$ cat config.mk
export PLATFORM = sky130hd
export DESIGN_NAME = nvt_cell
export DESIGN_NICKNAME = d
export VERILOG_FILES = /design/src/rtl/nvt_pkg.sv /design/src/rtl/nvt_cell.sv
export SDC_FILE = /design/constraint.sdc
export NUM_CORES = 1
export LEC_CHECK = 0
export ABC_AREA = 1
export BUFFER_PORTS_ARGS = -buffer_cell sky130_fd_sc_hd__clkbuf_2
export CAP_MARGIN = 0
export CORE_MARGIN = 8
export CORE_UTILIZATION = 35
export DETAILED_ROUTE_END_ITERATION = 7
export HOLD_SLACK_MARGIN = 0.1
export SETUP_SLACK_MARGIN = 0.3
export SYNTH_ARGS = -nofsm -noshare
export SYNTH_HDL_FRONTEND = slang
export SYNTH_SLANG_ARGS = --single-unit
$ cat constraint.sdc
create_clock -name clk -period 5.4 [get_ports clk]
set_clock_uncertainty 0.05 [all_clocks]
set_input_delay 0.54 -clock clk [delete_from_list [all_inputs] [get_ports clk]]
set_output_delay 0.54 -clock clk [all_outputs]
set_load 0.02 [all_outputs]
$ cat src/rtl/nvt_pkg.sv
// shared types, codes and constants of the named value table
package nvt_pkg;

  localparam int W_POS  = 6;
  localparam int W_KLEN = 7;
  localparam int W_IDX  = 8;
  localparam int W_USED = 9;

  localparam logic [2:0] ACT_GET   = 3'd0;
  localparam logic [2:0] ACT_SET   = 3'd1;
  localparam logic [2:0] ACT_CLEAR = 3'd2;
  localparam logic [2:0] ACT_RESET = 3'd3;
  localparam logic [2:0] ACT_STEP  = 3'd4;

  localparam logic [2:0] ST_FOUND   = 3'd0;
  localparam logic [2:0] ST_CLAIMED = 3'd1;
  localparam logic [2:0] ST_TOOLONG = 3'd2;
  localparam logic [2:0] ST_FULL    = 3'd3;
  localparam logic [2:0] ST_NOENTRY = 3'd4;
  localparam logic [2:0] ST_DONE    = 3'd5;

  localparam logic [1:0] TOK_MATCH  = 2'd0;
  localparam logic [1:0] TOK_ACCESS = 2'd1;
  localparam logic [1:0] TOK_CLEAR  = 2'd2;
  localparam logic [1:0] TOK_RESET  = 2'd3;

  localparam int         PREFIX_LEN = 4;
  localparam logic [7:0] CASE_BIT   = 8'h20;

  typedef struct packed {
    logic              byte_vld;
    logic [7:0]        kbyte;
    logic [W_POS-1:0]  pos;
    logic              key_wr;
    logic              tok_vld;
    logic [1:0]        op;
    logic [W_KLEN-1:0] klen;
    logic [W_USED-1:0] used;
    logic [W_IDX-1:0]  target;
    logic              val_wr;
    logic [31:0]       val;
    logic              hit;
    logic [W_IDX-1:0]  hit_idx;
  } cell_bus_t;

  typedef struct packed {
    logic              prefix_seen;
    logic [W_KLEN-1:0] name_length;
  } name_info_t;

  function automatic logic [7:0] prefix_byte(input logic [1:0] i);
    logic [7:0] b;
    unique case (i)
      2'd0: b = 8'h6d;
      2'd1: b = 8'h73;
      2'd2: b = 8'h67;
      default: b = 8'h5f;
    endcase
    return b;
  endfunction

endpackage

$ cat src/rtl/nvt_cell.sv
// one slot: key bytes, key length and value, passing the bus to its neighbor
module nvt_cell import nvt_pkg::*; #(
  parameter int IDX       = 0,
  parameter int KEY_BYTES = 32
) (
  input  logic      clk,
  input  logic      rst,
  input  cell_bus_t bus_in,
  output cell_bus_t bus_out
);
  localparam int KI = $clog2(KEY_BYTES);

  logic [7:0]        key [KEY_BYTES-1];
  logic [W_KLEN-1:0] key_len;
  logic [31:0]       val;
  logic              mism;
  logic [7:0]        key_byte;
  logic              mine;
  logic              active;
  cell_bus_t         nxt;

  assign key_byte = key[bus_in.pos[KI-1:0]];
  assign mine     = bus_in.target == W_IDX'(IDX);
  assign active   = W_USED'(IDX) < bus_in.used;

  always_ff @(posedge clk) begin
    if (bus_in.byte_vld) begin
      if (bus_in.key_wr) begin
        if (mine) begin
          key[bus_in.pos[KI-1:0]] <= bus_in.kbyte;
        end
      end else if (bus_in.pos == '0) begin
        mism <= key_byte != bus_in.kbyte;
      end else begin
        mism <= mism | (key_byte != bus_in.kbyte);
      end
    end
    if (bus_in.tok_vld && bus_in.op == TOK_ACCESS && mine && bus_in.key_wr) begin
      key_len <= bus_in.klen;
    end
  end

  always_ff @(posedge clk) begin
    if (rst) begin
      val <= '0;
    end else if (bus_in.tok_vld) begin
      unique case (bus_in.op)
        TOK_ACCESS: if (mine && bus_in.val_wr) val <= bus_in.val;
        TOK_CLEAR:  if (active) val <= '0;
        TOK_RESET:  val <= '0;
        default: ;
      endcase
    end
  end

  always_comb begin
    nxt = bus_in;
    if (bus_in.tok_vld) begin
      unique case (bus_in.op)
        TOK_MATCH: begin
          if (!bus_in.hit && active && key_len == bus_in.klen && !mism) begin
            nxt.hit     = 1'b1;
            nxt.hit_idx = W_IDX'(IDX);
          end
        end
        TOK_ACCESS: begin
          if (mine) begin
            nxt.val = bus_in.val_wr ? bus_in.val : val;
          end
        end
        default: ;
      endcase
    end
  end

  always_ff @(posedge clk) begin
    if (rst) begin
      bus_out.byte_vld <= 1'b0;
      bus_out.tok_vld  <= 1'b0;
    end else begin
      bus_out.byte_vld <= nxt.byte_vld;
      bus_out.tok_vld  <= nxt.tok_vld;
    end
    bus_out.kbyte   <= nxt.kbyte;
    bus_out.pos     <= nxt.pos;
    bus_out.key_wr  <= nxt.key_wr;
    bus_out.op      <= nxt.op;
    bus_out.klen    <= nxt.klen;
    bus_out.used    <= nxt.used;
    bus_out.target  <= nxt.target;
    bus_out.val_wr  <= nxt.val_wr;
    bus_out.val     <= nxt.val;
    bus_out.hit     <= nxt.hit;
    bus_out.hit_idx <= nxt.hit_idx;
  end

endmodule

# Word level (Yosys, flattened, before mapping)
# Memory sizes are Yosys's and may differ from the RTL's.
# Index checks and enable logic that the tools add are counted.
# W data, S select, Z words.
word_totals:
  ramBits: 248
  inputBits: 87
  n_memories: 1
  output_inout_bits: 85
  wordCells: 56
  reg_bits: 125
memory_table:
  columns: ["memory", "words", "word_bits", "read_ports", "rd_ports_with_merged_regs", "write_ports", "line", "text"]
  rows:
  - ["key", 31, 8, 1, 0, 1, "nvt_cell.sv:13", "logic [7:0] key [KEY_BYTES-1];"]
op_classes:
  eq_ne: 7
  bitwise_logic: 2
  order_cmp: 1
  n_mux: 14
  n_reduce_logical: 15
op_table:
  columns: ["op", "n"]
  rows:
  - ["$mux W32", 5]
  - ["$pmux W32 S3", 1]
  - ["$mux W41", 1]
  - ["$mux W9", 2]
  - ["$lt A1 B9 Y1 const A", 1]
  - ["$logic_not A8 Y1", 1]
  - ["$ne A8 B8 Y1", 1]
  - ["$eq A7 B7 Y1", 1]
  - ["$logic_and A1 B1 Y1", 7]
  - ["$logic_not A6 Y1", 1]
  - ["$mux W1", 5]
  - ["$eq A2 B2 Y1 const B", 2]
  - ["$reduce_and A4 Y1", 1]
  - ["$reduce_bool A3 Y1", 1]
  - ["$eq A2 B1 Y1 const B", 1]
  - ["$logic_not A1 Y1", 2]
  - ["$logic_not A2 Y1", 1]
  - ["$ne A2 B1 Y1 const B", 1]
  - ["$ne A2 B2 Y1 const B", 1]
  - ["$reduce_and A2 Y1", 1]
  - ["$not A1 Y1", 1]
  - ["$or A1 B1 Y1", 1]

# Longest topological paths before layout
logic_depth:
  word_depth: 7
  mapped_depth: 17
  mapped_depth_nobuf: 15

# Least setup slack after synthesis
# OpenSTA, ideal clock, no wires.
synth_timing:
  path_kind: "input port to flip-flop"
  startpoint: "input port bus_in[49] (netlist name)"
  endpoint: "memory key[0][0], enable pin"
  arrival_time_ps: 1939
  slack_ps: 3041
  cell_stages: 7
  setup_time_ps: 370
  t_required_ps: 4980
  path_buffers: 0
  path_cell_list: "nor2_1 nand2_1 nor2_1 inv_1 nor3_1 nand2_1 nor2_1"
synth_via:
  elab_chain_cells: 5
synth_rtl:
  columns: ["item", "line", "text"]
  rows:
  - ["from (decl)", "nvt_cell.sv:8", "input cell_bus_t bus_in,"]
  - ["$logic_not A8 Y1", "nvt_cell.sv:23", "assign mine = bus_in.target == W_IDX'(IDX);"]
  - ["$mux W1", "nvt_cell.sv:29", "if (mine) begin"]
  - ["$mux W1", "nvt_cell.sv:28", "if (bus_in.key_wr) begin"]
  - ["$mux W1", "nvt_cell.sv:27", "if (bus_in.byte_vld) begin"]
  - ["$mux W1 (implied by the code)", "nvt_cell.sv:30", "key[bus_in.pos[KI-1:0]] <= bus_in.kbyte;"]
  - ["to (decl)", "nvt_cell.sv:13", null]
# No other way between the ends.

# Worst setup path in the final report
layout_timing:
  startpoint: "input port bus_in[67] (netlist name)"
  endpoint: "register val[5]"
layout_via:
  elab_chain_cells: 3
  elab_cells_between_ends: 8
  cone_classes: "eq/ne: 5; mux: 1; reduce/logical: 2"
layout_rtl:
  columns: ["item", "line", "text"]
  rows:
  - ["$eq A2 B1 Y1 or $eq A2 B2 Y1 (tied branches)", "nvt_cell.sv:47", "unique case (bus_in.op)"]
  - ["$ne A2 B1 Y1 (no source line), or another cell as far along", null, null]
  - ["$reduce_and A4 Y1 (no source line)", null, null]
  - ["to (signal assigned)", "nvt_cell.sv:48", "TOK_ACCESS: if (mine && bus_in.val_wr) val <= bus_in.val;"]
  - ["to (decl)", "nvt_cell.sv:15", "logic [31:0] val;"]
# Parallel ways exist; a longest one is shown, timed or not.
# A chain may end at the register's enable or synchronous reset.

==> run metrics <==
outcome finished clean; fin crit share 64.8%; Leakage Power 6.90 nW; met1 GRT Util 18.1%; post-synthesis compound-gate area fraction 1.51%; cells after synthesis 1,292; min Tclk post-route 3.50 ns; clk slew on worst S/H paths 0.06 ns; #FFs+latches synth 373; fmax 286 MHz; Req. time, crit path 5.80 ns; largest net degree at the start of global routing 52; Area growth syn-to-layout 20.6%; share of cells above drive strength 1 18.9%; global routing's busiest layer met2; Initial Utilization 35.4%; DP HPWL 22.9 mm; Post-Synth Simple-Gate Area 21.5%; drt total wl 35.8 mm; Critical R2R Launch key[10][7]$_DFFE_PP_; actual slew at the worst max-slew pin 1.09 ns; fin nets 1,585; I/O pin total 172; final setup violation count 0; post-synthesis mux area share 2.56%; hold path endpoint bus_out[1]$_DFF_P_; RSZ-0062 raised after global routing no; DP Area 15,400 um2; DRC 0; clk buf depth 3; Initial DRC Count 652; Diodes inserted 0; clock latency on the worst-skew pair 0.55 ns; syn nets 1,379; initial antenna violation count 0; CTS H-tree depth 2; Area contributors post-synth edfxtp_1 55%, dfxtp_1 17%, nand2_1 15%; first-pass GRT wire length 55.1 mm; Mapped Area 14,100 um2; M3 GR Usage 3.13%; Synth area leader edfxtp_1; drt pass-1 iters 5; Routed WL per cell 17.5 um; DIE HEIGHT 217 um; critical path class input pin to register; Hold Startpoint bus_in[1]; GRT Util Overall 15.0%; sequential share of the synthesized area 71.2%; fin. max-slew vios 0; post-layout util 42.8%; post-CTS sizing 0; Die ar. 46,900 um2; crit path DAT 3.90 ns; main combinational cell family by area after synthesis simple AND/OR/NAND/NOR gates; MaxCap Viol Count 0; routed via count 9,668; Synth Area in Adders 0%; power per cell area 361 nW/um2; vias in the first global route 9,765; Via density 4.72; Die Wd 217 um; FF-to-FF End mism$_DFFE_PP_; Placed Cells 1,951; Slew headroom 27.1%; Post-Synth XOR/XNOR Area 0.373%; routing usage on met2 25.8%; setup_tns 0 ns; total power 6.14 mW; Worst Hold Class input pin to register; gpl congestion 0.796; Final Instance Area 17,000 um2; Root Driver clkbuf_16; Syn. warnings 0; crit start category input pin; Yosys top cell area share 54.6%; CTS tree built; Worst Reg-to-Reg Cells 12; Place WS 1.82 ns; count of cell types in the netlist 27; Peak supply drop 250 uV; Final ANT Viol Nets 0; CP max FO 35; # clock sinks 373; Hold Crit Depth 3; port bufs 171; Finished Layout Cells 2,049; # rows 73; Hold Slack 0.145 ns; Remaining Overflow, GRT 0; core footprint 39,700 um2; post-route setup slack 1.90 ns; FF-to-FF setup slack 3.61 ns; crit end category register; final-report hold violation count 0; Mean Syn Cell Area 10.9 um2; CTS Buf Count 40
-- cell usage in the layout, fill, tap and decap left out, types with 2 or more instances in the layout --
master and n:
inv_2 5, or2_2 2, dlygate4sd3_1 30, mux2_2 32
dfxtp_1 117, xnor2_1 2, a21oi_1 36, nor3_1 4
clkbuf_16 41, nor2_4 2, nor2_1 73, nand3_1 63
edfxtp_1 256, nand2_1 581, clkbuf_8 7, buf_4 13
clkinv_1 4, xor2_1 4, clkbuf_1 11, nand4_1 17
o21ai_0 5, nor3_2 6, inv_1 30, clkinv_2 3
bufinv_16 2, nor4_1 2, clkbuf_2 170
-- how the worst max path moves through the flow --
stage,startpoint,to,slack [ns],depth (start not counted)
2_1_floorplan,bus_in[49],key[0][0]$_DFFE_PP_,3.04,7
3_3_place_gp,bus_in[67],val[24]$_SDFFE_PP0P_,1.91,8
3_5_place_dp,bus_in[67],val[26]$_SDFFE_PP0P_,1.82,8
4_1_cts,bus_in[67],val[5]$_SDFFE_PP0P_,1.82,9
5_1_grt,bus_in[67],val[26]$_SDFFE_PP0P_,1.57,9
6_report,bus_in[67],val[5]$_SDFFE_PP0P_,1.90,9
-- cell usage after synthesis, drive strengths merged --
| cell type | n |
|---|---|
| o21ai | 5 |
| buf | 42 |
| nand4 | 17 |
| xor2 | 4 |
| nor3 | 10 |
| a21o | 1 |
| clkbuf | 8 |
| inv | 35 |
| xnor2 | 2 |
| nor4 | 2 |
| a21oi | 36 |
| mux2 | 32 |
| or2 | 2 |
| nand2 | 582 |
| nor2 | 76 |
| edfxtp | 256 |
| clkinv | 2 |
| nand3 | 63 |
| dfxtp | 117 |
-- report_power, final --
group / internal [mW] / switching [mW] / total [mW]
registers: 3.09 / 0.0123 / 3.10
clock network: 1.58 / 1.06 / 2.64
logic: 0.123 / 0.267 / 0.390
-- cells by family (layout without fill, tap and decap cells) --
| kind of cell | after synthesis | after routing |
|---|---|---|
| and+or+nand+nor | 752 | 752 |
| DFF | 373 | 373 |
| buffers and inverters | 87 | 319 |
| AOI/OAI and AO/OA | 42 | 42 |
| muxes | 32 | 32 |
| xor gates and xnor gates | 6 | 6 |
-- sequential cells by signal (all words and copies together), names as in the netlist --
signal and count:
key 248, key_len 7, val 32, bus_out 85, mism 1
-- worst max-delay path, stage by stage --
cell	delay, ns
dlygate4sd3_1	0.53
clkbuf_2	0.12
clkinv_1	0.83
o21ai_0	0.34
nand2_1	0.09
buf_4	0.26
inv_1	0.81
nand3_1	0.17
a21oi_1	0.18
-- layer usage --
layer  wire (um)  part of all wire, %  vias up
li1            -                    -     4693
met1       14400                   40     4642
met2       18100                   51      260
met3        2060                  5.8       73
met4        1220                  3.4        0
met5           0                    0        -
-- area by class of cell --
type                       instances  area (um2)
fill                            3756       22700
tap                              525         657
sequential                       373       10000
clock inverter                     8        90.1
inverter                          37         139
timing repair buffer             214        1250
clock buffer                      60        1170
multi-input combinational        832        3650
-- timing repair --
action,CTS,global route
setup buffers,0,0
hold buffers,30,0
endpoints found under the hold margin,30,0
Power figures use the tool's default switching activity.
