<file path="src/rtl/nvt_pkg.sv">
// shared types, codes and constants of the named value table
package nvt_pkg;

  localparam int W_POS  = 6;
  localparam int W_KLEN = 7;
  localparam int W_IDX  = 8;
  localparam int W_USED = 9;

  localparam logic [2:0] ACT_GET   = 3'd0;
  localparam logic [2:0] ACT_SET   = 3'd1;
  localparam logic [2:0] ACT_CLEAR = 3'd2;
  localparam logic [2:0] ACT_RESET = 3'd3;
  localparam logic [2:0] ACT_STEP  = 3'd4;

  localparam logic [2:0] ST_FOUND   = 3'd0;
  localparam logic [2:0] ST_CLAIMED = 3'd1;
  localparam logic [2:0] ST_TOOLONG = 3'd2;
  localparam logic [2:0] ST_FULL    = 3'd3;
  localparam logic [2:0] ST_NOENTRY = 3'd4;
  localparam logic [2:0] ST_DONE    = 3'd5;

  localparam logic [1:0] TOK_MATCH  = 2'd0;
  localparam logic [1:0] TOK_ACCESS = 2'd1;
  localparam logic [1:0] TOK_CLEAR  = 2'd2;
  localparam logic [1:0] TOK_RESET  = 2'd3;

  localparam int         PREFIX_LEN = 4;
  localparam logic [7:0] CASE_BIT   = 8'h20;

  typedef struct packed {
    logic              byte_vld;
    logic [7:0]        kbyte;
    logic [W_POS-1:0]  pos;
    logic              key_wr;
    logic              tok_vld;
    logic [1:0]        op;
    logic [W_KLEN-1:0] klen;
    logic [W_USED-1:0] used;
    logic [W_IDX-1:0]  target;
    logic              val_wr;
    logic [31:0]       val;
    logic              hit;
    logic [W_IDX-1:0]  hit_idx;
  } cell_bus_t;

  typedef struct packed {
    logic              prefix_seen;
    logic [W_KLEN-1:0] name_length;
  } name_info_t;

  function automatic logic [7:0] prefix_byte(input logic [1:0] i);
    logic [7:0] b;
    unique case (i)
      2'd0: b = 8'h6d;
      2'd1: b = 8'h73;
      2'd2: b = 8'h67;
      default: b = 8'h5f;
    endcase
    return b;
  endfunction

endpackage

</file>
<file path="src/rtl/nvt_name.sv">
// name collector: case folding, prefix detection and key byte lookup
module nvt_name import nvt_pkg::*; #(
  parameter int KEY_BYTES = 32
) (
  input  logic             clk,
  input  logic             rst,
  input  logic             char_en,
  input  logic [7:0]       char_in,
  input  logic             clear,
  input  logic [W_POS-1:0] rd_pos,
  output name_info_t       info,
  output logic [7:0]       key_byte
);
  localparam int KI = $clog2(KEY_BYTES);

  logic [7:0]        buffer [KEY_BYTES-1];
  logic [W_KLEN-1:0] name_length;
  logic [2:0]        progress;
  logic              prefix_seen;
  logic              ended;
  logic [7:0]        lc;
  logic [2:0]        progress_next;
  logic [W_POS-1:0]  rel_pos;

  assign lc = (char_in >= 8'h41 && char_in <= 8'h5a) ? (char_in | CASE_BIT) : char_in;

  always_comb begin
    if (lc == prefix_byte(progress[1:0])) begin
      progress_next = progress + 3'd1;
    end else begin
      progress_next = (lc == prefix_byte(2'd0)) ? 3'd1 : 3'd0;
    end
  end

  always_ff @(posedge clk) begin
    if (rst || clear) begin
      name_length <= '0;
      progress    <= '0;
      prefix_seen <= 1'b0;
      ended       <= 1'b0;
    end else if (char_en && !ended) begin
      if (char_in == 8'h00) begin
        ended <= 1'b1;
      end else begin
        if (name_length < W_KLEN'(KEY_BYTES)) begin
          name_length <= name_length + W_KLEN'(1);
        end
        if (progress_next == 3'(PREFIX_LEN)) begin
          prefix_seen <= 1'b1;
          progress    <= '0;
        end else begin
          progress <= progress_next;
        end
      end
    end
  end

  always_ff @(posedge clk) begin
    if (char_en && !ended && char_in != 8'h00 && name_length < W_KLEN'(KEY_BYTES - 1)) begin
      buffer[name_length[KI-1:0]] <= lc;
    end
  end

  assign rel_pos = prefix_seen ? rd_pos : rd_pos - W_POS'(PREFIX_LEN);

  always_comb begin
    if (!prefix_seen && rd_pos < W_POS'(PREFIX_LEN)) begin
      key_byte = prefix_byte(rd_pos[1:0]);
    end else begin
      key_byte = buffer[rel_pos[KI-1:0]];
    end
  end

  assign info.prefix_seen = prefix_seen;
  assign info.name_length = name_length;

endmodule

</file>
<file path="config.mk">
export PLATFORM = sky130hd
export DESIGN_NAME = nvt_name
export DESIGN_NICKNAME = d
export VERILOG_FILES = /design/src/rtl/nvt_pkg.sv /design/src/rtl/nvt_name.sv
export SDC_FILE = /design/constraint.sdc
export NUM_CORES = 1
export LEC_CHECK = 0
export BUFFER_PORTS_ARGS = -buffer_cell sky130_fd_sc_hd__buf_2
export CAP_MARGIN = 15
export CORE_AREA = 2 2 136 238
export DETAILED_ROUTE_END_ITERATION = 10
export DIE_AREA = 0 0 138 240
export GPL_ROUTABILITY_DRIVEN = 0
export PLACE_DENSITY_LB_ADDON = 0.15
export REMOVE_ABC_BUFFERS = 1
export SYNTH_ARGS = -nofsm -noshare
export SYNTH_HDL_FRONTEND = slang
export SYNTH_SLANG_ARGS = --single-unit
</file>
<file path="constraint.sdc">
create_clock -name clk -period 3 [get_ports clk]
set_input_delay 0.3 -clock clk [delete_from_list [all_inputs] [get_ports clk]]
set_output_delay 0.3 -clock clk [all_outputs]
set_load 0.01 [all_outputs]
</file>
; Word level (Yosys, flattened, before mapping)
; Memories as Yosys holds them, arrays and structs flattened.
; Cells that the tools add are included.
[classes]
addsub = 3
order_cmp = 5
eq_ne = 7
mux = 10
bitwise = 1
reduce_logical = 16
[op_table]
columns = cell, count
row1 = 6-bit one-hot mux with 3 select lines, 2
row2 = 8-bit by 7-bit == test with 1-bit output, 1
row3 = "8-bit by 7-bit == test with 1-bit output, second input constant", 1
row4 = "8-bit by 7-bit greater-or-equal comparator with 1-bit output, second input constant", 1
row5 = "8-bit by 7-bit less-or-equal comparator with 1-bit output, second input constant", 1
row6 = 8-bit logical NOT, 1
row7 = 8-bit 2-to-1 mux, 1
row8 = 8-bit nonzero test, 1
row9 = "7-bit by 1-bit adder with 7-bit output, second input constant", 1
row10 = "7-bit by 5-bit < comparator with 1-bit output, second input constant", 1
row11 = "7-bit by 6-bit < comparator with 1-bit output, second input constant", 1
row12 = "6-bit by 3-bit < comparator with 1-bit output, second input constant", 1
row13 = 3-bit 2-to-1 mux, 2
row14 = 6-bit 2-to-1 mux, 1
row15 = 3-bit AND reduction, 2
row16 = 1-bit logical AND, 5
row17 = 5-bit 2-to-1 mux, 1
row18 = "5-bit by 3-bit subtractor with 5-bit output, second input constant", 1
row19 = "2-bit by 1-bit == test with 1-bit output, second input constant", 2
row20 = "2-bit == test, second input constant", 2
row21 = 2-bit logical NOT, 2
row22 = 2-bit AND reduction, 2
row23 = "3-bit by 1-bit adder with 3-bit output, second input constant", 1
row24 = "3-bit == test, second input constant", 1
row25 = other kinds (4), 7
[word_totals]
reg_bits = 12
ram_bits = 248
inputBits = 18
out_inout_bits = 16
mem_count = 1
[memory_table]
columns = name, depth, width, read_ports, rd_clocked_by_memory_dff, write_ports, line_no
row1 = buffer, 31, 8, 1, 0, 1, nvt_name.sv:16  ; logic [7:0] buffer [KEY_BYTES-1];

; Depth between registers and ports, before layout
; Gate-level depths: netlist of the first run.
[logic_depth]
word_depth = 8
mapped_depth = 8
ltp_nobuf = 7

; Least setup slack after synthesis of the first run
; No wires, ideal clock.
[synth_timing]
path_kind = register to register
start = register name_length[2]
end = memory buffer[5][0] (enable)
setup_ns = 0.398
t_arrival_ns = 2.071
t_required_ns = 2.602
slack_ns = 0.532
path_stages_with_launch = 5
path_buffers = 2
synth_period_minus_slack_ns = 2.468
path_cell_list = dfxtp_1 -> clkbuf_1 -> o2111ai_2 -> buf_2 -> nor4b_1
[synth_via]
elab_chain_len = 4
[synth_rtl]
columns = element, line_no
row1 = "start, declared", nvt_name.sv:17  ; logic [W_KLEN-1:0] name_length;
row2 = "start signal, assigned", nvt_name.sv:46  ; name_length <= name_length + W_KLEN'(1);
row3 = 7-bit by 5-bit < comparator with 1-bit output, nvt_name.sv:59  ; if (char_en && !ended && char_in != 8'h00 && name_length < W_KLEN'(KEY_BYTES - 1)) begin
row4 = 1-bit logical AND, nvt_name.sv:59
row5 = 1-bit 2-to-1 mux, nvt_name.sv:59
row6 = 1-bit 2-to-1 mux (not written as such), nvt_name.sv:60  ; buffer[name_length[KI-1:0]] <= lc;
row7 = "end, declared", nvt_name.sv:16
; Parallel ways exist; a longest one is shown, timed or not.

; Worst setup path in the final report of the first run
[layout_timing]
start = register prefix_seen
end = output key_byte[5]
[layout_via]
elab_chain_len = 3
[layout_rtl]
columns = element, line_no
row1 = "start, declared", nvt_name.sv:19  ; logic prefix_seen;
row2 = "start signal, assigned", nvt_name.sv:39  ; prefix_seen <= 1'b0;
row3 = "start signal, assigned", nvt_name.sv:49  ; prefix_seen <= 1'b1;
row4 = 5-bit 2-to-1 mux / 1-bit logical NOT (equally long branches), "nvt_name.sv:64, nvt_name.sv:67"
row5 = memory read 31 x 8 bit / 1-bit logical AND (equally long branches), n/a
row6 = 8-bit 2-to-1 mux (*), nvt_name.sv:67  ; if (!prefix_seen && rd_pos < W_POS'(PREFIX_LEN)) begin
row7 = "end, declared", nvt_name.sv:12  ; output logic [7:0] key_byte
; Every way passes the cells marked *; elsewhere a longest branch is shown, timed or not.

==> results of run 1 <==
[Yosys cell counts, types with 5 or more instances]
cell / n
nand2_1: 22
dfxtp_1: 12
nand2b_1: 9
and2_1: 15
mux2_2: 6
o21ai_0: 12
mux2i_1: 32
a21oi_1: 10
o22ai_1: 5
ha_1: 13
edfxtp_1: 248
buf_2: 11
nor4_1: 7
nor2_1: 22
inv_1: 15
mux4_2: 59
nor3_1: 9
clkbuf_1: 10
[power by group through the flow]
stage / clock network, mW / logic (mW) / registers [mW]
3_3_place_gp: 0 / 0.528 / 4.07
5_1_grt: 3.37 / 0.562 / 3.99
4_1_cts: 3.26 / 0.538 / 3.99
6_report: 3.18 / 0.520 / 3.99
2_1_floorplan: 0 / 0.237 / 4.07
3_5_place_dp: 0 / 0.536 / 4.07
[worst max-delay path, cell delays in order (launching register included)]
cell and delay, ps:
dfxtp_1 360, xnor2_4 260, buf_12 220, mux4_2 230, mux2i_1 90, mux2_2 280, a221oi_1 350, buf_2 210
[kinds of logic (layout without fill, tap and decap cells)]
group,after synthesis,count (layout),synth area share [%]
xor gates and xnor gates,9,9,0.9047
muxes,97,97,15.91
buffers and inverters,42,137,1.868
AOI/OAI and AO/OA,50,50,3.051
adders and majority gates,13,13,1.508
and+or+nand+nor,111,111,5.487
DFF,260,260,71.27
[layout by cell type (no fill, tap or decap), drive strengths merged, types with 5 or more instances in the layout]
cell type  netlist  routed
o21ai           13      13
nor3             9       9
mux2             6       6
edfxtp         248     248
xnor2            5       5
mux4            59      59
ha              13      13
clkbuf          10      29
nor2            22      22
clkinv           0      10
inv             15      18
mux2i           32      32
o22ai            5       5
buf             17      75
nor4             7       7
a21oi           10      10
nand2b           9       9
and2            15      15
nand2           22      22
dfxtp           12      12
[cell type report]
class                      count  area (um2)
clock inverter                17       167.7
inverter                      15       56.30
clock buffer                  29       640.6
multi-input combinational    280        2944
fill                        2847       18650
tap                          396       495.5
sequential                   260        7687
timing repair buffer          76       568.0
[through the flow]
stage | cell area [um2] | utilization [%]
after floorplan | 10640 | -
after global placement | 11720 | 37.57
after detailed placement | 11720 | 37.57
after CTS | 12540 | 40.19
after global routing | 12560 | 40.25
final | 12560 | 40.25
[routing by layer]
metal	share of wire, %	wire length (um)	up-vias
met1	36	9791	2909
li1	-	-	2493
met3	2.5	681	45
met5	0.041	11	-
met2	58	15590	98
met4	3.2	863	2
[state kept, by name, summed over array words and instances, names as in the netlist]
signal / flops
name_length: 7
prefix_seen: 1
ended: 1
buffer: 248
progress: 3
[worst max path at each step]
stage / slack [ps] / start / cells after the start / end
floorplan: 530 / prefix_seen / 5 / key_byte[5]
global placement: 210 / rd_pos[0] / 6 / key_byte[6]
detailed placement: 200 / rd_pos[0] / 6 / key_byte[6]
CTS: 30 / prefix_seen / 7 / key_byte[5]
global route: 10 / prefix_seen / 7 / key_byte[2]
finish: 130 / prefix_seen / 7 / key_byte[5]
[what timing repair did]
action / in CTS / in global routing
endpoints found under the setup margin: 0 / 2
hold endpoints to repair: 1 / 0
resized for setup: 0 / 3
hold buffers: 1 / 0
==> results.toml, run 1 <==
[placement]
dp_cells = 1025
pre_cts_slack_ps = 199.4
dpl.hpwl_mm = 18.37
port_buffers = 33

[grt]
grt_max_degree = 43
grt_first_pass_wirelength_mm = 40.14
grt_pass1_vias = 6131
use_met2_pct = 33.21
met3_usage_pct = 1.573
grtUsageTotal_pct = 16.50
antenna_found_initial = 1
use_met1_pct = 17.64
top_usage_layer = "met2"
grt.overflow.total = 0

[power_and_ir_drop]
total_power_mw = 7.689
peakVddDrop_v = 0.0003493
powerDensity_nw_per_um2 = 612.2
internal-power_mw = 5.996
switchingPower_mw = 1.694
p_seq_share_pct = 51.9
clkPwrFrac_pct = 41.3
combPwrFrac_pct = 6.8
p_sw_share_pct = 22.03
p_leak_nw = 4.163

[synthesis]
ys_ff_latch = 260
synth_top_area_share_pct = 69.04
synth_edf_count = 248
synth_cell_types = 49
synth-async-reset-ratio_pct = 0
synth_area_um2 = 10790
synth_cells = 582
yosysWarnings = 0
synth.area.top_cells = "edfxtp_1 69%, mux4_2 12%, mux2i_1 3.0%"
post_synth.cell_area_avg_um2 = 18.53
ys_seq_area_share_pct = 71.27
synth_top_area_cell = "edfxtp_1"
synth_flop_cell = "edfxtp_1"

[clock_network]
clock_sinks = 260
cts-root-buf = "clkbuf_16"
clkSlewWorstSetupHoldPaths_ps = 60
cts_tree = "built"
cts_buffers = 25
cts_setup_buffers = 0
htreeDepth = 1
cts_buffer_depth = 3
worstSkewPairLatency_ps = 540

[timing]
finClkSkew_ps = 16.19
fin_setup_tns_ps = 0
fin_crit_ps = 2867
holdWs_ps = 182.2
slew_violations = 0
hold_viol = 0
worst_pin_slew_ps = 872.3
finalCritPeriodShare_pct = 95.57
setup_slack_ps = 133.0
max_slew_margin_pct = 41.64
fmax_mhz = 348.8
rsz0062_at_grt = "false"
finalSetupViolCount = 0

[routing]
drc = 0
dr.pass1.iters = 4
wl_mm = 26.94
drt-wirelength-per-cell_um = 25.11
via_count = 5547
drt_iter0_drc = 408
drtAntennaViolNets = 0
avgViaCountPerCell = 5.170

[hold_path]
hold_path_class = "input pin to register"
worstHoldPathCells = 3
min_from = "rst"
hold_end = "name_length[3]"

[worst_setup_path]
cp-end-kind = "output port"
crit_path_max_fanout = 19
rrSetupSlack_ps = 730
r2r_start = "name_length[4]"
crit_type = "register to output port"
worstPathRequired_ps = 2700
reg2reg_depth = 3
crit_arrival_ps = 2570
start_kind = "register"
r2r-end = "buffer[28][7]"

[floorplan]
floorplan.die_area_um2 = 33120
core_um2 = 31200
ios = 34
start_util_pct = 34.57
die_x_um = 138
fp.dieH_um = 240
rows = 86

[layout]
antenna_cells = 0
fin_cells = 1073
drive_gt1_share_pct = 27.92
synthToLayoutAreaGrowth_pct = 16.44
nNetsFinal = 689

[run]
maxCapViolations = 0

[outcome]
status = "finished clean"
Note: power is estimated with default switching activity, not from simulation.
==> inputs of run 2 (changes only) <==
--- a/config.mk
+++ b/config.mk
@@ -12,7 +12,6 @@
 export DIE_AREA = 0 0 138 240
 export GPL_ROUTABILITY_DRIVEN = 0
 export PLACE_DENSITY_LB_ADDON = 0.15
-export REMOVE_ABC_BUFFERS = 1
 export SYNTH_ARGS = -nofsm -noshare
 export SYNTH_HDL_FRONTEND = slang
 export SYNTH_SLANG_ARGS = --single-unit
==> run 2 against run 1 <==
Compared with the run above: cell count fell by 0.28%; clock-buffer cell count is 1 lower; wire length shrank 0.83%; clock skew fell by 0.68 ps; clock power barely moved; worst hold slack gained 21 ps; combinational power down 2%; first-iteration DRC count grew 25%.
==> results.toml, run 2 (synthesized netlist as in run 1, its figures left out) <==
[routing]
dr.pass1.iters = 5
drt-wirelength-per-cell_um = 24.97
drtAntennaViolNets = 0
avgViaCountPerCell = 5.223
drt_iter0_drc = 512
wl_mm = 26.72
via_count = 5589
drc = 0

[grt]
grt_max_degree = 58
antenna_found_initial = 0
grt.overflow.total = 0
grtUsageTotal_pct = 16.38
grt_first_pass_wirelength_mm = 39.74
grt_pass1_vias = 5959

[layout]
fin_util_pct = 40.18
nNetsFinal = 688
largest_reg_flops = 248
fillers = 2851
synthToLayoutAreaGrowth_pct = 16.24
multi_input_comb_area_um2 = 2933
drive_gt1_share_pct = 28.19
antenna_cells = 0
layout_common_cells = "248 x edfxtp_1, 59 x mux4_2, 35 x buf_4, 32 x mux2i_1, 32 x buf_2"
mostFrequentLayoutCell = "edfxtp_1"
seq_area_um2 = 7689

[clock_network]
cts-root-buf = "clkbuf_16"
cts_buffer_depth = 3
htreeDepth = 1
cts_tree = "built"
clkSlewWorstSetupHoldPaths_ps = 70
cts_buffers = 25
clock_sinks = 260
worstSkewPairLatency_ps = 530

[synthesis]
syn-num-nets = 613

[timing]
slew_violations = 0
worst_pin_slew_ps = 1128
finalSetupViolCount = 0
max_slew_margin_pct = 24.17
rsz0062_at_grt = "false"
fin_setup_tns_ps = 0
setup_slack_ps = 130.0
holdWs_ps = 203.5
fin_crit_ps = 2870
finClkSkew_ps = 15.51
finalCritPeriodShare_pct = 95.67
hold_viol = 0
fmax_mhz = 348.4

[outcome]
status = "finished clean"

[worst_setup_path]
crit_path_max_fanout = 8
start_kind = "register"
reg2reg_depth = 5
crit_arrival_ps = 2570
startpoint = "prefix_seen"
crit_end = "key_byte[2]"
r2r_start = "ended"
cp-end-kind = "output port"
r2r-end = "buffer[9][3]"
slowest_stage = "mux4_2"
worstPathRequired_ps = 2700
crit_type = "register to output port"
max_stage_delay_ps = 470
crit_path_cell_trace = "xnor2_4, buf_4, buf_6, mux2i_1, mux4_2, a31oi_1, and3_1, buf_2"
rrSetupSlack_ps = 680

[floorplan]
rows = 86
floorplan.die_area_um2 = 33120
fp.dieH_um = 240
die_x_um = 138
start_util_pct = 34.57
ios = 34
core_um2 = 31200

[power_and_ir_drop]
p_leak_nw = 4.151
powerDensity_nw_per_um2 = 611.3
total_power_mw = 7.665
peakVddDrop_v = 0.0003660

[run]
maxCapViolations = 0

[placement]
dpl.hpwl_mm = 18.03
port_buffers = 33
pre_cts_slack_ps = 271.1

[hold_path]
hold_path_class = "input pin to register"
## run 2: cell type report
| cell class | count | share of cell area [%] |
|---|---|---|
| Clock buffer | 28 | 5.159 |
| Clock inverter | 16 | 1.367 |
| Inverter | 15 | 0.4491 |
| Multi-Input combinational cell | 280 | 23.39 |
| Sequential cell | 260 | 61.32 |
| Tap cell | 396 | 3.952 |
| Timing Repair Buffer | 75 | 4.361 |
## run 2: where the power goes
group | internal [mW] | total (mW) | switching [mW]
sequential | 3.99 | 3.99 | 0.00410
clock | 1.82 | 3.16 | 1.34
combinational | 0.207 | 0.512 | 0.306
total | 6.01 | 7.66 | 1.65
## run 2: critical path: cells and delay by family (launching register included)
| kind | cells | cell delay [ps] |
|---|---|---|
| muxes | 2 | 580 |
| xor gates and xnor gates | 1 | 210 |
| buffers and inverters | 3 | 530 |
| and+or+nand+nor | 1 | 200 |
| DFF | 1 | 350 |
| AOI/OAI and AO/OA | 1 | 160 |
## run 2: how the worst min path moves through the flow
stage                   startpoint              to  slack [ps]  cells past startpoint
global route                 clear  name_length[3]         200                      3
detailed placement  name_length[6]  name_length[6]         450                      2
floorplan               char_in[0]    buffer[0][0]         400                      0
finish                       clear  name_length[3]         200                      3
CTS                          clear  name_length[6]         180                      3
global placement    name_length[6]  name_length[6]         430                      2
## run 2: timing repair
action | 4_1_cts | 5_1_grt
resized for setup | 1 | 4
endpoints found under the setup margin | 2 | 7
buffers inserted | 0 | 0
hold endpoints to repair | 1 | 0
hold buffers | 1 | 0
## run 2: per-stage QoR
step / std cells / instance area [um2]
floorplan: 582 / 10790
global placement: 1025 / 11690
detailed placement: 1025 / 11690
CTS: 1070 / 12520
global route: 1070 / 12540
finish: 1070 / 12540
## run 2: metal layers
metal / vias to the layer above / global-route usage [%] / wire length [um]
li1: 2491 / - / -
met2: 137 / 30.05 / 14320
met3: 47 / 2.211 / 1009
met1: 2914 / 19.07 / 10250
met4: 0 / 7.328 / 1141
met5: - / 0 / 0
==> inputs of run 3 (changes only) <==
--- a/config.mk
+++ b/config.mk
@@ -12,6 +12,7 @@
 export DIE_AREA = 0 0 138 240
 export GPL_ROUTABILITY_DRIVEN = 0
 export PLACE_DENSITY_LB_ADDON = 0.15
+export SETUP_SLACK_MARGIN = 0.4
 export SYNTH_ARGS = -nofsm -noshare
 export SYNTH_HDL_FRONTEND = slang
 export SYNTH_SLANG_ARGS = --single-unit
==> constraint.sdc (replaced) <==
create_clock -name clk -period 3.4 [get_ports clk]
set_input_delay 0.34 -clock clk [delete_from_list [all_inputs] [get_ports clk]]
set_output_delay 0.34 -clock clk [all_outputs]
set_load 0.01 [all_outputs]
==> run 3 against run 2 <==
Compared with the run above: register-to-register slack worse by 20 ps; flip-flop and latch count stayed put; design area is 0.88% lower; cell count is 0.47% lower; sequential power is 12% lower; clock-buffer cell count is 4 higher; highest routed layer unchanged.
==> results.toml, run 3 (synthesized netlist as in run 1, its figures left out) <==
[worst_setup_path]
crit_type = "register to output port"
worstPathRequired_ps = 3060
start_kind = "register"
worst-path-stages = 7
crit_path_max_fanout = 7
cp.buffers_inverters = 2
slowest_stage = "mux4_2"
crit_path_cell_trace = "buf_4, nand2b_1, and2_1, mux4_2, a31oi_1, and3_1, buf_2"
max_stage_delay_ps = 520
crit_family = "simple AND/OR/NAND/NOR gates"
crit_arrival_ps = 2610
reg2reg_depth = 3
cp-end-kind = "output port"

[routing]
drc = 0
drt_iter0_drc = 433
dr.pass1.iters = 4
drtAntennaViolNets = 0
drt-wirelength-per-cell_um = 25.23
avgViaCountPerCell = 5.217
wl_mm = 26.87
via_count = 5556

[timing]
finalCritPeriodShare_pct = 86.68
fin_crit_ps = 2947
rsz0062_at_grt = "true"
slew_violations = 0
hold_viol = 0
setup_slack_ps = 453.0
fin_setup_tns_ps = 0
fmax_mhz = 339.3
finalSetupViolCount = 0
finClkSkew_ps = 7.225
worst_pin_slew_ps = 724.6
holdWs_ps = 57.80
max_slew_margin_pct = 51.69

[layout]
mostFrequentLayoutCell = "edfxtp_1"
synthToLayoutAreaGrowth_pct = 15.22
largest_reg_flops = 248
layout_common_cells = "248 x edfxtp_1, 59 x mux4_2, 35 x buf_4, 32 x mux2i_1, 32 x buf_2"
seq_area_um2 = 7689
drive_gt1_share_pct = 26.91
fin_util_pct = 39.83
antenna_cells = 0
design_area_um2 = 12430
multi_input_comb_area_um2 = 2942
fin_cells = 1065
nNetsFinal = 685
fillers = 2868

[placement]
dp_cells = 1023
pre_cts_slack_ps = 366.9
placed_area_um2 = 11650
port_buffers = 33
dpl.hpwl_mm = 18.10

[power_and_ir_drop]
p_seq_share_pct = 53.4
peakVddDrop_v = 0.0003965
p_sw_share_pct = 21.31
combPwrFrac_pct = 6.7
total_power_mw = 6.593
internal-power_mw = 5.188
switchingPower_mw = 1.405
powerDensity_nw_per_um2 = 530.5
p_leak_nw = 4.100
clkPwrFrac_pct = 39.9

[grt]
antenna_found_initial = 0
grt_pass1_vias = 5910
grt.overflow.total = 0
grt_first_pass_wirelength_mm = 39.37
grtUsageTotal_pct = 16.29
grt_max_degree = 69

[floorplan]
ios = 34
fp.dieH_um = 240
core_um2 = 31200
start_util_pct = 34.57
rows = 86
floorplan.die_area_um2 = 33120
die_x_um = 138

[clock_network]
cts_buffer_depth = 3
cts_buffers = 25
htreeDepth = 1
clkSlewWorstSetupHoldPaths_ps = 60
cts-root-buf = "clkbuf_16"
clock_sinks = 260
worstSkewPairLatency_ps = 530
cts_setup_buffers = 0
cts_tree = "built"
ctsHoldBuffers = 0

[run]
maxCapViolations = 0

[outcome]
status = "finished clean"

[hold_path]
worstHoldPathCells = 3
hold_path_class = "input pin to register"

[synthesis]
syn-num-nets = 613
==> run 3: changes by cell type in the layout (fill, tap and decap cells not counted), moves of 2 or more <==
cell,change
clkbuf_1,+5
clkinv_1,+3
clkinv_2,-3
clkinvlp_4,-3
buf_12,-2
o22ai_1,-2
o22ai_2,+2
==> run 3: final cells by class <==
class                           count  area share [%]
Timing Repair Buffer               72           3.997
Sequential cell                   260           61.86
Inverter                           15          0.4530
Tap cell                          396           3.987
Clock buffer                       32           5.245
Multi-Input combinational cell    280           23.67
Clock inverter                     10          0.7853
==> run 3: timing repair <==
item,CTS,global route
resized for setup,3,4
setup endpoints to repair,7,6
cloned,0,0
==> run 3: worst min-delay path, cell delays in order <==
cell	delay (ps)
buf_2	80
a21oi_1	50
nor2_1	70
==> run 3: routing by layer <==
layer,track usage [%],part of all wire [%],up-vias
li1,-,-,2481
met1,18.16,36,2863
met2,30.20,54,158
met3,2.470,5.5,54
met4,8.101,4.6,0
met5,0,0,-
==> run 3: worst paths after layout <==
| path | slack (ps) | startpoint | end |
|---|---|---|---|
| worst max-delay path | 450 | prefix_seen | key_byte[2] |
| worst max register to register | 660 | name_length[2] | buffer[28][1] |
| worst min register to register | 450 | name_length[6] | name_length[6] |
| worst min-delay path | 60 | char_en | ended |
==> run 3: power by group through the flow <==
| stage | combinational (mW) | clock [mW] | sequential, mW |
|---|---|---|---|
| floorplan | 0.245 | 0 | 3.59 |
| global placement | 0.439 | 0 | 3.59 |
| detailed placement | 0.444 | 0 | 3.59 |
| CTS | 0.447 | 2.68 | 3.52 |
| global route | 0.476 | 2.82 | 3.52 |
| finish | 0.443 | 2.63 | 3.52 |
